<file path="config.mk">
export PLATFORM = sky130hd
export DESIGN_NAME = packet_sequence_frame_accumulator
export DESIGN_NICKNAME = d
export VERILOG_FILES = /design/src/hw/rtl/sfa_pkg.sv /design/src/hw/rtl/sfa_seq.sv /design/src/hw/rtl/sfa_lane.sv /design/src/hw/rtl/sfa_merge.sv /design/src/hw/rtl/packet_sequence_frame_accumulator.sv
export SDC_FILE = /design/constraint.sdc
export NUM_CORES = 2
export LEC_CHECK = 0
export BUFFER_PORTS_ARGS = -buffer_cell sky130_fd_sc_hd__buf_2
export CAP_MARGIN = 10
export CORE_AREA = 2 2 312 314
export DETAILED_ROUTE_END_ITERATION = 8
export DIE_AREA = 0 0 314 316
export PLACE_DENSITY = 0.77
export REMOVE_ABC_BUFFERS = 1
export SKIP_LAST_GASP = 1
export SYNTH_ARGS = -nofsm -noshare
export SYNTH_HDL_FRONTEND = slang
export SYNTH_SLANG_ARGS = --single-unit
</file>
<file path="constraint.sdc">
create_clock -name aclk -period 88.6 [get_ports aclk]
set_input_delay 13.29 -clock aclk [delete_from_list [all_inputs] [get_ports aclk]]
set_output_delay 13.29 -clock aclk [all_outputs]
set_load 0.01 [all_outputs]
</file>
<file path="src/hw/rtl/sfa_pkg.sv">
package sfa_pkg;

    // Channel and field widths
    localparam int MAX_CHANNELS = 8;
    localparam int SAMPLE_W     = 32;
    localparam int STAMP_W      = 64;
    localparam int HEADER_W     = 32;
    localparam int NUM_W        = 32;
    localparam int FRAME_W      = 16;
    localparam int WRAP_W       = 31;

    // APB register map: register i at byte address 4*i
    localparam int APB_DATA_W   = 32;
    localparam int APB_ADDR_W   = 3;
    localparam int REG_SEL_BIT  = 2;

    // Register reset values
    localparam logic [FRAME_W-1:0] PPF_RESET  = FRAME_W'(16);
    localparam logic [WRAP_W-1:0]  WRAP_RESET = '0;

    // Header bit 0 carries frame sync; the packet number sits above it
    localparam int FRAME_SYNC_BITS = 1;

    typedef enum logic [0:0] {
        REG_FRAME_SIZE    = 1'b0,
        REG_SEQUENCE_WRAP = 1'b1
    } reg_idx_t;

    typedef logic [SAMPLE_W-1:0]          word_t;
    typedef word_t [MAX_CHANNELS-1:0]     word_vec_t;

    // Per-packet decision from the sequence checker
    typedef struct packed {
        logic accum;
        logic frame_done;
        logic seq_error;
    } seq_ctrl_t;

    // One result transfer
    typedef struct packed {
        logic               seq_error;
        logic [STAMP_W-1:0] stamp;
        word_vec_t          totals;
    } result_t;

endpackage

</file>
<file path="src/hw/rtl/sfa_seq.sv">
module sfa_seq
    import sfa_pkg::*;
(
    input  logic                aclk,
    input  logic                aresetn,
    input  logic                s_accept,
    input  logic [HEADER_W-1:0] header_word,
    input  logic [FRAME_W-1:0]  frame_size,
    input  logic [WRAP_W-1:0]   sequence_wrap,
    output seq_ctrl_t           ctrl
);

    logic [NUM_W-1:0]   prev_reg, prev_next;
    logic [FRAME_W-1:0] pif_reg, pif_next;
    logic               halted_reg, halted_next;

    logic [NUM_W-1:0]   number;
    logic [NUM_W-1:0]   expected;
    logic [NUM_W-1:0]   wrap_last;
    logic [FRAME_W-1:0] pif_inc;
    logic [FRAME_W-1:0] frame_len;
    logic               match;

    // Check the packet number and count packets in the frame
    always_comb begin
        number    = NUM_W'(header_word >> FRAME_SYNC_BITS);
        expected  = prev_reg + NUM_W'(1);
        wrap_last = NUM_W'(sequence_wrap) - NUM_W'(1);
        match     = (number == expected);
        pif_inc   = pif_reg + FRAME_W'(1);
        frame_len = (frame_size == '0) ? FRAME_W'(1) : frame_size;

        ctrl.accum      = s_accept && !halted_reg && match;
        ctrl.seq_error  = s_accept && !halted_reg && !match;
        ctrl.frame_done = ctrl.accum && !(pif_inc < frame_len);

        prev_next   = prev_reg;
        pif_next    = pif_reg;
        halted_next = halted_reg;

        if (ctrl.accum) begin
            // restart numbering after the last number of the wrap range
            prev_next = (number == wrap_last) ? '1 : number;
            pif_next  = ctrl.frame_done ? '0 : pif_inc;
        end
        if (ctrl.seq_error) begin
            halted_next = 1'b1;
        end
    end

    always_ff @(posedge aclk) begin
        if (!aresetn) begin
            prev_reg   <= '1;
            pif_reg    <= '0;
            halted_reg <= 1'b0;
        end else begin
            prev_reg   <= prev_next;
            pif_reg    <= pif_next;
            halted_reg <= halted_next;
        end
    end

endmodule

</file>
<file path="src/hw/rtl/sfa_lane.sv">
module sfa_lane
    import sfa_pkg::*;
(
    input  logic      aclk,
    input  logic      aresetn,
    input  seq_ctrl_t ctrl,
    input  word_t     sample,
    output word_t     total
);

    word_t sum_reg, sum_next;

    // Add the sample; the result carries the sum including this packet
    assign total = sum_reg + sample;

    always_comb begin
        sum_next = sum_reg;
        if (ctrl.accum) begin
            sum_next = ctrl.frame_done ? '0 : total;
        end
    end

    always_ff @(posedge aclk) begin
        if (!aresetn) begin
            sum_reg <= '0;
        end else begin
            sum_reg <= sum_next;
        end
    end

endmodule

</file>
<file path="src/hw/rtl/sfa_merge.sv">
module sfa_merge
    import sfa_pkg::*;
(
    input  logic               aclk,
    input  logic               aresetn,
    input  seq_ctrl_t          ctrl,
    input  logic [STAMP_W-1:0] stamp_in,
    input  word_vec_t          totals,
    output logic               s_ready,
    output logic               m_valid,
    input  logic               m_ready,
    output result_t            m_result
);

    result_t     slot0_reg, slot0_next;
    result_t     slot1_reg, slot1_next;
    logic [1:0]  count_reg, count_next;

    result_t     res;
    logic        push;
    logic        pop;

    // Build the result: a sequence break reports zeros
    always_comb begin
        res.seq_error = ctrl.seq_error;
        res.stamp     = ctrl.seq_error ? '0 : stamp_in;
        res.totals    = ctrl.seq_error ? '0 : totals;
    end

    assign push     = ctrl.frame_done || ctrl.seq_error;
    assign m_valid  = (count_reg != 2'd0);
    assign pop      = m_valid && m_ready;
    assign s_ready  = (count_reg != 2'd2);
    assign m_result = slot0_reg;

    // Two-entry result buffer: hold while the receiver stalls
    always_comb begin
        slot0_next = slot0_reg;
        slot1_next = slot1_reg;
        count_next = count_reg;
        case ({push, pop})
            2'b10: begin
                if (count_reg == 2'd0) begin
                    slot0_next = res;
                end else begin
                    slot1_next = res;
                end
                count_next = count_reg + 2'd1;
            end
            2'b01: begin
                slot0_next = slot1_reg;
                count_next = count_reg - 2'd1;
            end
            2'b11: begin
                if (count_reg == 2'd1) begin
                    slot0_next = res;
                end else begin
                    slot0_next = slot1_reg;
                    slot1_next = res;
                end
            end
            default: begin
                count_next = count_reg;
            end
        endcase
    end

    always_ff @(posedge aclk) begin
        if (!aresetn) begin
            count_reg <= 2'd0;
        end else begin
            count_reg <= count_next;
        end
        slot0_reg <= slot0_next;
        slot1_reg <= slot1_next;
    end

endmodule

</file>
<file path="src/hw/rtl/packet_sequence_frame_accumulator.sv">
// Packet sequence checker and frame accumulator.
// Input channel (s_*): one packet per transfer, a header word whose bits 31..1
// give the packet number, eight 32-bit channel samples and a 64-bit timestamp.
// Packet numbers must rise by one from 0; numbering restarts at 0 after
// sequence_wrap packets (zero: never). Output channel (m_*): one result per
// completed frame, whose length in packets the frame size register sets (0 acts
// as 1): the eight channel sums modulo 2^32 and the timestamp of the last
// packet. A sequence break gives one result with m_sequence_error high and
// zeros elsewhere, then every later packet is taken and dropped until reset.
// Throughput: one packet per cycle while s_ready is high; one adder per channel
// lane and the number compare all close in the accepting cycle. The result of
// the transfer that completes a frame is registered and shows on m_* after any
// earlier results. A two-entry result buffer lets packets keep flowing while
// the receiver stalls; s_ready drops only while two results wait.
// Reset (aresetn, synchronous, active low): sums clear, next expected number
// is 0, registers return to a frame size of 16 and sequence_wrap = 0.
// APB: frame size at 0x0, sequence_wrap at 0x4; write only while idle.
module packet_sequence_frame_accumulator
    import sfa_pkg::*;
#(
    parameter int CHANNELS = MAX_CHANNELS
) (
    input  logic                  aclk,
    input  logic                  aresetn,

    input  logic                  psel,
    input  logic                  penable,
    input  logic                  pwrite,
    input  logic [APB_ADDR_W-1:0] paddr,
    input  logic [APB_DATA_W-1:0] pwdata,
    output logic [APB_DATA_W-1:0] prdata,
    output logic                  pready,

    input  logic                  s_valid,
    output logic                  s_ready,
    input  logic [HEADER_W-1:0]   s_header_word,
    input  logic [SAMPLE_W-1:0]   s_sample_0,
    input  logic [SAMPLE_W-1:0]   s_sample_1,
    input  logic [SAMPLE_W-1:0]   s_sample_2,
    input  logic [SAMPLE_W-1:0]   s_sample_3,
    input  logic [SAMPLE_W-1:0]   s_sample_4,
    input  logic [SAMPLE_W-1:0]   s_sample_5,
    input  logic [SAMPLE_W-1:0]   s_sample_6,
    input  logic [SAMPLE_W-1:0]   s_sample_7,
    input  logic [STAMP_W-1:0]    s_stamp_in,

    output logic                  m_valid,
    input  logic                  m_ready,
    output logic                  m_sequence_error,
    output logic [STAMP_W-1:0]    m_stamp_out,
    output logic [SAMPLE_W-1:0]   m_total_0,
    output logic [SAMPLE_W-1:0]   m_total_1,
    output logic [SAMPLE_W-1:0]   m_total_2,
    output logic [SAMPLE_W-1:0]   m_total_3,
    output logic [SAMPLE_W-1:0]   m_total_4,
    output logic [SAMPLE_W-1:0]   m_total_5,
    output logic [SAMPLE_W-1:0]   m_total_6,
    output logic [SAMPLE_W-1:0]   m_total_7
);

    logic [FRAME_W-1:0] ppf_reg, ppf_next;
    logic [WRAP_W-1:0]  wrap_reg, wrap_next;
    logic               cfg_wr;
    reg_idx_t           reg_sel;

    logic               s_accept;
    seq_ctrl_t          ctrl;
    word_vec_t          samples;
    word_vec_t          totals;
    result_t            m_result;

    // Configuration registers
    assign pready  = 1'b1;
    assign cfg_wr  = psel && penable && pwrite && pready;
    assign reg_sel = reg_idx_t'(paddr[REG_SEL_BIT]);

    always_comb begin
        ppf_next  = ppf_reg;
        wrap_next = wrap_reg;
        prdata    = '0;
        case (reg_sel)
            REG_FRAME_SIZE: begin
                prdata = APB_DATA_W'(ppf_reg);
                if (cfg_wr) begin
                    ppf_next = pwdata[FRAME_W-1:0];
                end
            end
            REG_SEQUENCE_WRAP: begin
                prdata = APB_DATA_W'(wrap_reg);
                if (cfg_wr) begin
                    wrap_next = pwdata[WRAP_W-1:0];
                end
            end
            default: begin
                prdata = '0;
            end
        endcase
    end

    always_ff @(posedge aclk) begin
        if (!aresetn) begin
            ppf_reg  <= PPF_RESET;
            wrap_reg <= WRAP_RESET;
        end else begin
            ppf_reg  <= ppf_next;
            wrap_reg <= wrap_next;
        end
    end

    assign s_accept = s_valid && s_ready;

    // Sequence check and frame count
    sfa_seq u_seq (
        .aclk          (aclk),
        .aresetn       (aresetn),
        .s_accept      (s_accept),
        .header_word   (s_header_word),
        .frame_size    (ppf_reg),
        .sequence_wrap (wrap_reg),
        .ctrl          (ctrl)
    );

    assign samples[0] = s_sample_0;
    assign samples[1] = s_sample_1;
    assign samples[2] = s_sample_2;
    assign samples[3] = s_sample_3;
    assign samples[4] = s_sample_4;
    assign samples[5] = s_sample_5;
    assign samples[6] = s_sample_6;
    assign samples[7] = s_sample_7;

    // One accumulator lane per channel; unused channels report zero
    for (genvar i = 0; i < MAX_CHANNELS; i++) begin : g_lane
        if (i < CHANNELS) begin : g_used
            sfa_lane u_lane (
                .aclk    (aclk),
                .aresetn (aresetn),
                .ctrl    (ctrl),
                .sample  (samples[i]),
                .total   (totals[i])
            );
        end else begin : g_unused
            assign totals[i] = '0;
        end
    end

    // Merge lane totals into the result and buffer it
    sfa_merge u_merge (
        .aclk     (aclk),
        .aresetn  (aresetn),
        .ctrl     (ctrl),
        .stamp_in (s_stamp_in),
        .totals   (totals),
        .s_ready  (s_ready),
        .m_valid  (m_valid),
        .m_ready  (m_ready),
        .m_result (m_result)
    );

    assign m_sequence_error = m_result.seq_error;
    assign m_stamp_out      = m_result.stamp;
    assign m_total_0        = m_result.totals[0];
    assign m_total_1        = m_result.totals[1];
    assign m_total_2        = m_result.totals[2];
    assign m_total_3        = m_result.totals[3];
    assign m_total_4        = m_result.totals[4];
    assign m_total_5        = m_result.totals[5];
    assign m_total_6        = m_result.totals[6];
    assign m_total_7        = m_result.totals[7];

endmodule
</file>
# After elaboration in Yosys (flattened, before gate mapping)
# Index checks and enable logic that the tools add are counted.
# word_totals
latch_bits	0
ram_bits	0
ff_bits	996
word_cells	102
mem_count	0
romBits	0
# classes
div	0
magnitude_cmp	1
n_mux	21
reduce_logical	22
n_eq_ne	10
multipliers	0
n_bitwise	1
shift	0
add_sub_neg	13
# ops
operator	n
321-bit 2-to-1 mux	4
321-bit one-hot mux with 3 select lines	1
321-bit one-hot mux with 2 select lines	1
32-bit 2-to-1 mux	9
32-bit adder	8
256-bit 2-to-1 mux	1
31-bit by 32-bit equality test with 1-bit output	2
64-bit 2-to-1 mux	1
32-bit one-hot mux with 2 select lines	1
32-bit by 1-bit adder with 32-bit output (second input constant)	1
16-bit 2-to-1 mux	2
31-bit by 1-bit subtractor with 32-bit output (second input constant)	1
16-bit by 1-bit adder with 16-bit output (second input constant)	1
16-bit zero test	1
16-bit < comparator	1
1-bit logical AND	8
2-bit inequality test (second input constant)	3
2-bit AND reduction	3
2-bit nonzero test	3
2-bit by 1-bit equality test with 1-bit output (second input constant)	2
2-bit equality test (second input constant)	2
2-bit one-hot mux with 2 select lines	1
1-bit zero test	3
3-bit AND reduction	1
7 further kinds	7

# Depth between registers and ports, before layout
# logic_depth
depth_word	9
mapped_depth	28
depth_no_buf	22

# Cells and area by module
# From an unflattened synthesis, not the netlist that was laid out.
# hier_totals
cells_unflattened	5305
hier_area_um2	56460.4
# modules_own_cells
module	n_inst	cells_each	area_per_inst_um2	seq_area_each_um2
sfa_merge	1	1424	25079.1	19318.5
sfa_lane at g_lane[1].g_used.u_lane ...	6	388	3032.9	640.6
sfa_seq	1	624	5227.5	980.9
sfa_lane at g_lane[7].g_used.u_lane	1	350	2906.5	640.6
sfa_lane at g_lane[0].g_used.u_lane	1	349	2879.0	640.6
packet_sequence_frame_accumulator	1	230	2170.8	940.9

# Least setup slack after synthesis
# OpenSTA, ideal clock, no wires.
# synth_path
path_kind	input port to flip-flop
start	input port s_header_word[16]
end	register u_merge.slot0_reg, in the netlist u_merge.m_result[0] (enable)
required_time_ns	87.152
stages	12
arrival_time_ns	37.515
setup_slack_ns	49.637
setup_time_ns	1.448
path_cell_list	clkbuf_2 -> xor2_1 -> or3b_2 -> o22ai_1 -> o2111ai_1 -> a22oi_1 -> and4b_1 -> nand3_1 -> nor2_1 -> nor2_1 -> ha_1 -> o21ai_0
# synth_between
elab_chain_cells	7
elab_cells_between_ends	12
cone_classes	eq/ne (5); reduce/logical (7)
# synth_lines
item	line	source
start: declaration	packet_sequence_frame_accumulator.sv:36	input logic [HEADER_W-1:0] s_header_word,
31-bit by 32-bit equality test with 1-bit output (*)	sfa_seq.sv:29	match = (number == expected);
1-bit logical AND or 1-bit zero test (tied branches)	sfa_seq.sv:33, sfa_seq.sv:34	
1-bit logical AND (on tied branches)	sfa_seq.sv:35, sfa_seq.sv:34	
1-bit logical OR (*)	sfa_merge.sv:30	assign push = ctrl.frame_done || ctrl.seq_error;
2-bit equality test or 2-bit by 1-bit equality test with 1-bit output (tied branches)	sfa_merge.sv:41	case ({push, pop})
2-bit by 1-bit inequality test with 1-bit output (no source line) or 3-bit nonzero test (tied branches)	-	
2-bit AND reduction (no source line) (*)	-	
end signal: assignment	sfa_merge.sv:74	slot0_reg <= slot0_next;
end: declaration	sfa_merge.sv:15	result_t slot0_reg, slot0_next;
# Every way passes the cells marked *; elsewhere a longest branch is shown, timed or not.
# A chain may end at the register's enable or synchronous reset.

# Worst setup path after layout
# layout_path
start	input port paddr[2]
end	output port prdata[0]
# layout_between
elab_chain_cells	2
# layout_lines
item	line	source
start: declaration	packet_sequence_frame_accumulator.sv:29	input logic [APB_ADDR_W-1:0] paddr,
1-bit NOT (no source line)	-	
32-bit one-hot mux with 2 select lines (*)	packet_sequence_frame_accumulator.sv:81	case (reg_sel)
end: declaration	packet_sequence_frame_accumulator.sv:31	output logic [APB_DATA_W-1:0] prdata,
# Every way passes the cells marked *; elsewhere a longest branch is shown, timed or not. The select of a mux whose other input is x is not followed.

==> out/metrics.yaml <==
final_nets: 6463
cts_root_buf: "clkbuf_16"
rsz0062_at_grt: "no"
fp.dieW_microns: 314
ctsHoldBuffers: 0
finalCritPeriodShare_pct: 31.3
grt_max_degree: 190
dp_slack_ns: 60.91
grt_pass1_wl_mm: 238
postSynthAreaPerCell_sq_um: 10.1
timing.rr.end: "u_merge.slot1_reg[65]"
crit_fanout: 48
fmax_mhz: 36.1
h-tree-depth: 3
rows: 114
io_buffers: 743
p_leak_nw: 25.0
holdPathStages: 2
holdCritStartpoint: "g_lane[1].g_used.u_lane.sum_reg[13]"
layout-drive-gt1-share_pct: 18.4
cp.arrival_ns: 14.42
setup_ws_ns: 60.89
area_growth_pct: 15.8
dr.pass1.iters: 5
drv_cap: 0
synth_cell_types: 89
gp_congestion: 0.961
synth_top_cell_by_area: "edfxtp_1"
hp-class: "reg2reg"
peakVddDrop_uv: 26.7
ctsResizeCount: 0
synth_flop_cell: "edfxtp_1"
holdWs_ns: 0.456
wl_met1_mm: 63.2
crit_buf_inv: 2
setup_violations: 0
cpPeakStageDelay_ns: 0.53
synthTopCellsByCount: "edfxtp_1, nand2_1, nor2_1"
num_vias: 42800
outcome: "complete, no violations"
power_density_mw_per_mm2: 25.1
drtIter0Drc: 3892
synth_area_leaders: "edfxtp_1, dfxtp_1, ha_1, a21oi_1, nand2_1"
netlist.area_leader.share_pct: 36.9
crit_type: "in2out"
critPathRequiredTime_ns: 75.31
relSlewSlack_pct: 27.0
crit_chain: "buf_2, mux2_2, buf_2"
slowest_stage: "buf_2"
synth_edf_count: 642
tightest_slew_ns: 1.09
skew_ns: 0.0269
min_period_ns: 27.71
yosysMostFrequentCell: "edfxtp_1"
grt-ovfl-total: 0
worstSetupStartpointType: "primary input"
clk_path_buf_depth: 3
synthesis.area_sq_mm: 0.0522
slew_viol_final: 0
yosysSeqAreaShare_pct: 50.5
totalWireLength_mm: 160
final_antenna_net_count: 0
design.die.area_sq_mm: 0.0992
syn_inst: 5182
highest_layer: "met5"
clk_pin_slew_worst_paths_ns: 0.06
async_flop_share_pct: 0
grt_pass1_vias: 40900
fin_tns_setup_ns: 0
yosysWarnings: 0
worst_skew_pair.late_latency_ns: 0.69
numClockSinks: 996
dr_wl_met3_mm: 13.3
rr_startpoint: "u_seq.pif_reg[0]"
post_cts_buffers: 0
min_to: "g_lane[1].g_used.u_lane.sum_reg[13]"
rrSetupSlack_ns: 81.27
post_drt_wl_per_cell_microns: 22.2
die_h_microns: 316
cts_tree: "done"
drc: 0
critPathTopFamily: "buffers and inverters"
initial_core_util_pct: 54.4
cp_common_cell: "buf_2"
antenna_found_initial: 63
cts_buffers: 105
finalHoldViolCount: 0
reg2reg_depth: 21
dp_hpwl_mm: 109
dr_wl_met2_mm: 76.0
drt-vias-per-instance: 5.94
critPathCaptureType: "primary output"
core_area_sq_mm: 0.0960
ys_seq_elements: 996
track_usage_pct: 31.0
nFillCells: 7817
boundaryPins: 750
==> kinds of logic after synthesis <==
group	synth area share (%)
adders and majority gates	6.85
xor gates and xnor gates	5.39
buffers and inverters	3.00
DFF	50.5
other	0.0144
and+or+nand+nor	16.0
muxes	0.261
AOI/OAI and AO/OA	18.0
==> routing by layer <==
metal,vias to the layer above,track usage (%)
li1,20200,-
met1,20500,38.5
met2,1642,51.7
met3,351,6.72
met4,34,14.6
met5,-,0
==> worst reg2reg max path, delay by kind of cell, from the launching register on <==
| kind | cells | cell delay, ns |
|---|---|---|
| and+or+nand+nor | 6 | 1.79 |
| AOI/OAI and AO/OA | 7 | 1.14 |
| xor gates and xnor gates | 1 | 0.23 |
| adders and majority gates | 3 | 0.77 |
| DFF | 1 | 0.48 |
| buffers and inverters | 4 | 2.41 |
==> final cells by class <==
type | instances | area [sq um] | area share (%)
inverters | 99 | 379 | 0.627
well taps | 1276 | 1600 | 2.64
repair buffers | 781 | 4070 | 6.72
diodes | 57 | 143 | 0.236
clock buffers | 137 | 2920 | 4.83
clock inverters | 59 | 633 | 1.05
multi-input cells | 3805 | 24400 | 40.3
flip-flops and latches | 996 | 26400 | 43.6
==> layout by cell type (no fill, tap or decap), drive strengths merged, types with 57 or more instances in the layout <==
| master | netlist | layout |
|---|---|---|
| nor2 | 441 | 441 |
| buf | 53 | 781 |
| diode | 0 | 57 |
| and2 | 62 | 62 |
| dfxtp | 354 | 354 |
| clkbuf | 229 | 137 |
| inv | 99 | 103 |
| a22o | 207 | 207 |
| nand3 | 129 | 129 |
| o21ai | 355 | 355 |
| nand2 | 569 | 569 |
| xnor2 | 184 | 184 |
| nor3 | 171 | 171 |
| ha | 273 | 273 |
| edfxtp | 642 | 642 |
| nor2b | 167 | 167 |
| a21oi | 429 | 429 |
| xor2 | 137 | 137 |
| a21o | 119 | 119 |
==> stage by stage <==
| stage | instances | cell area (sq um) | util (%) | power [mW] |
|---|---|---|---|---|
| 4_1_cts | 7153 | 60300 | 62.9 | 1.53 |
| 2_1_floorplan | 4900 | 51000 | - | 1.02 |
| 6_report | 7210 | 60500 | 63.0 | 1.52 |
| 5_1_grt | 7180 | 60400 | 62.9 | 1.57 |
| 3_5_place_dp | 6957 | 56800 | 59.1 | 1.07 |
| 3_3_place_gp | 6957 | 56800 | 59.1 | 1.06 |
==> power by group <==
group	switching, mW	internal (mW)	total, mW
sequential	0.0357	0.663	0.698
combinational	0.259	0.106	0.365
clock	0.189	0.267	0.456
total	0.484	1.04	1.52
==> how the worst max path moves through the flow <==
stage                      startpoint                   to  slack, ns  cells past startpoint
floorplan           s_header_word[16]  u_merge.m_result[0]      49.71                     11
global placement             paddr[2]            prdata[0]      60.93                      3
detailed placement           paddr[2]            prdata[0]      60.91                      3
CTS                          paddr[2]            prdata[0]      60.91                      3
global route                 paddr[2]            prdata[0]      60.84                      3
finish                       paddr[2]            prdata[0]      60.89                      3
Power figures use the tool's default switching activity.
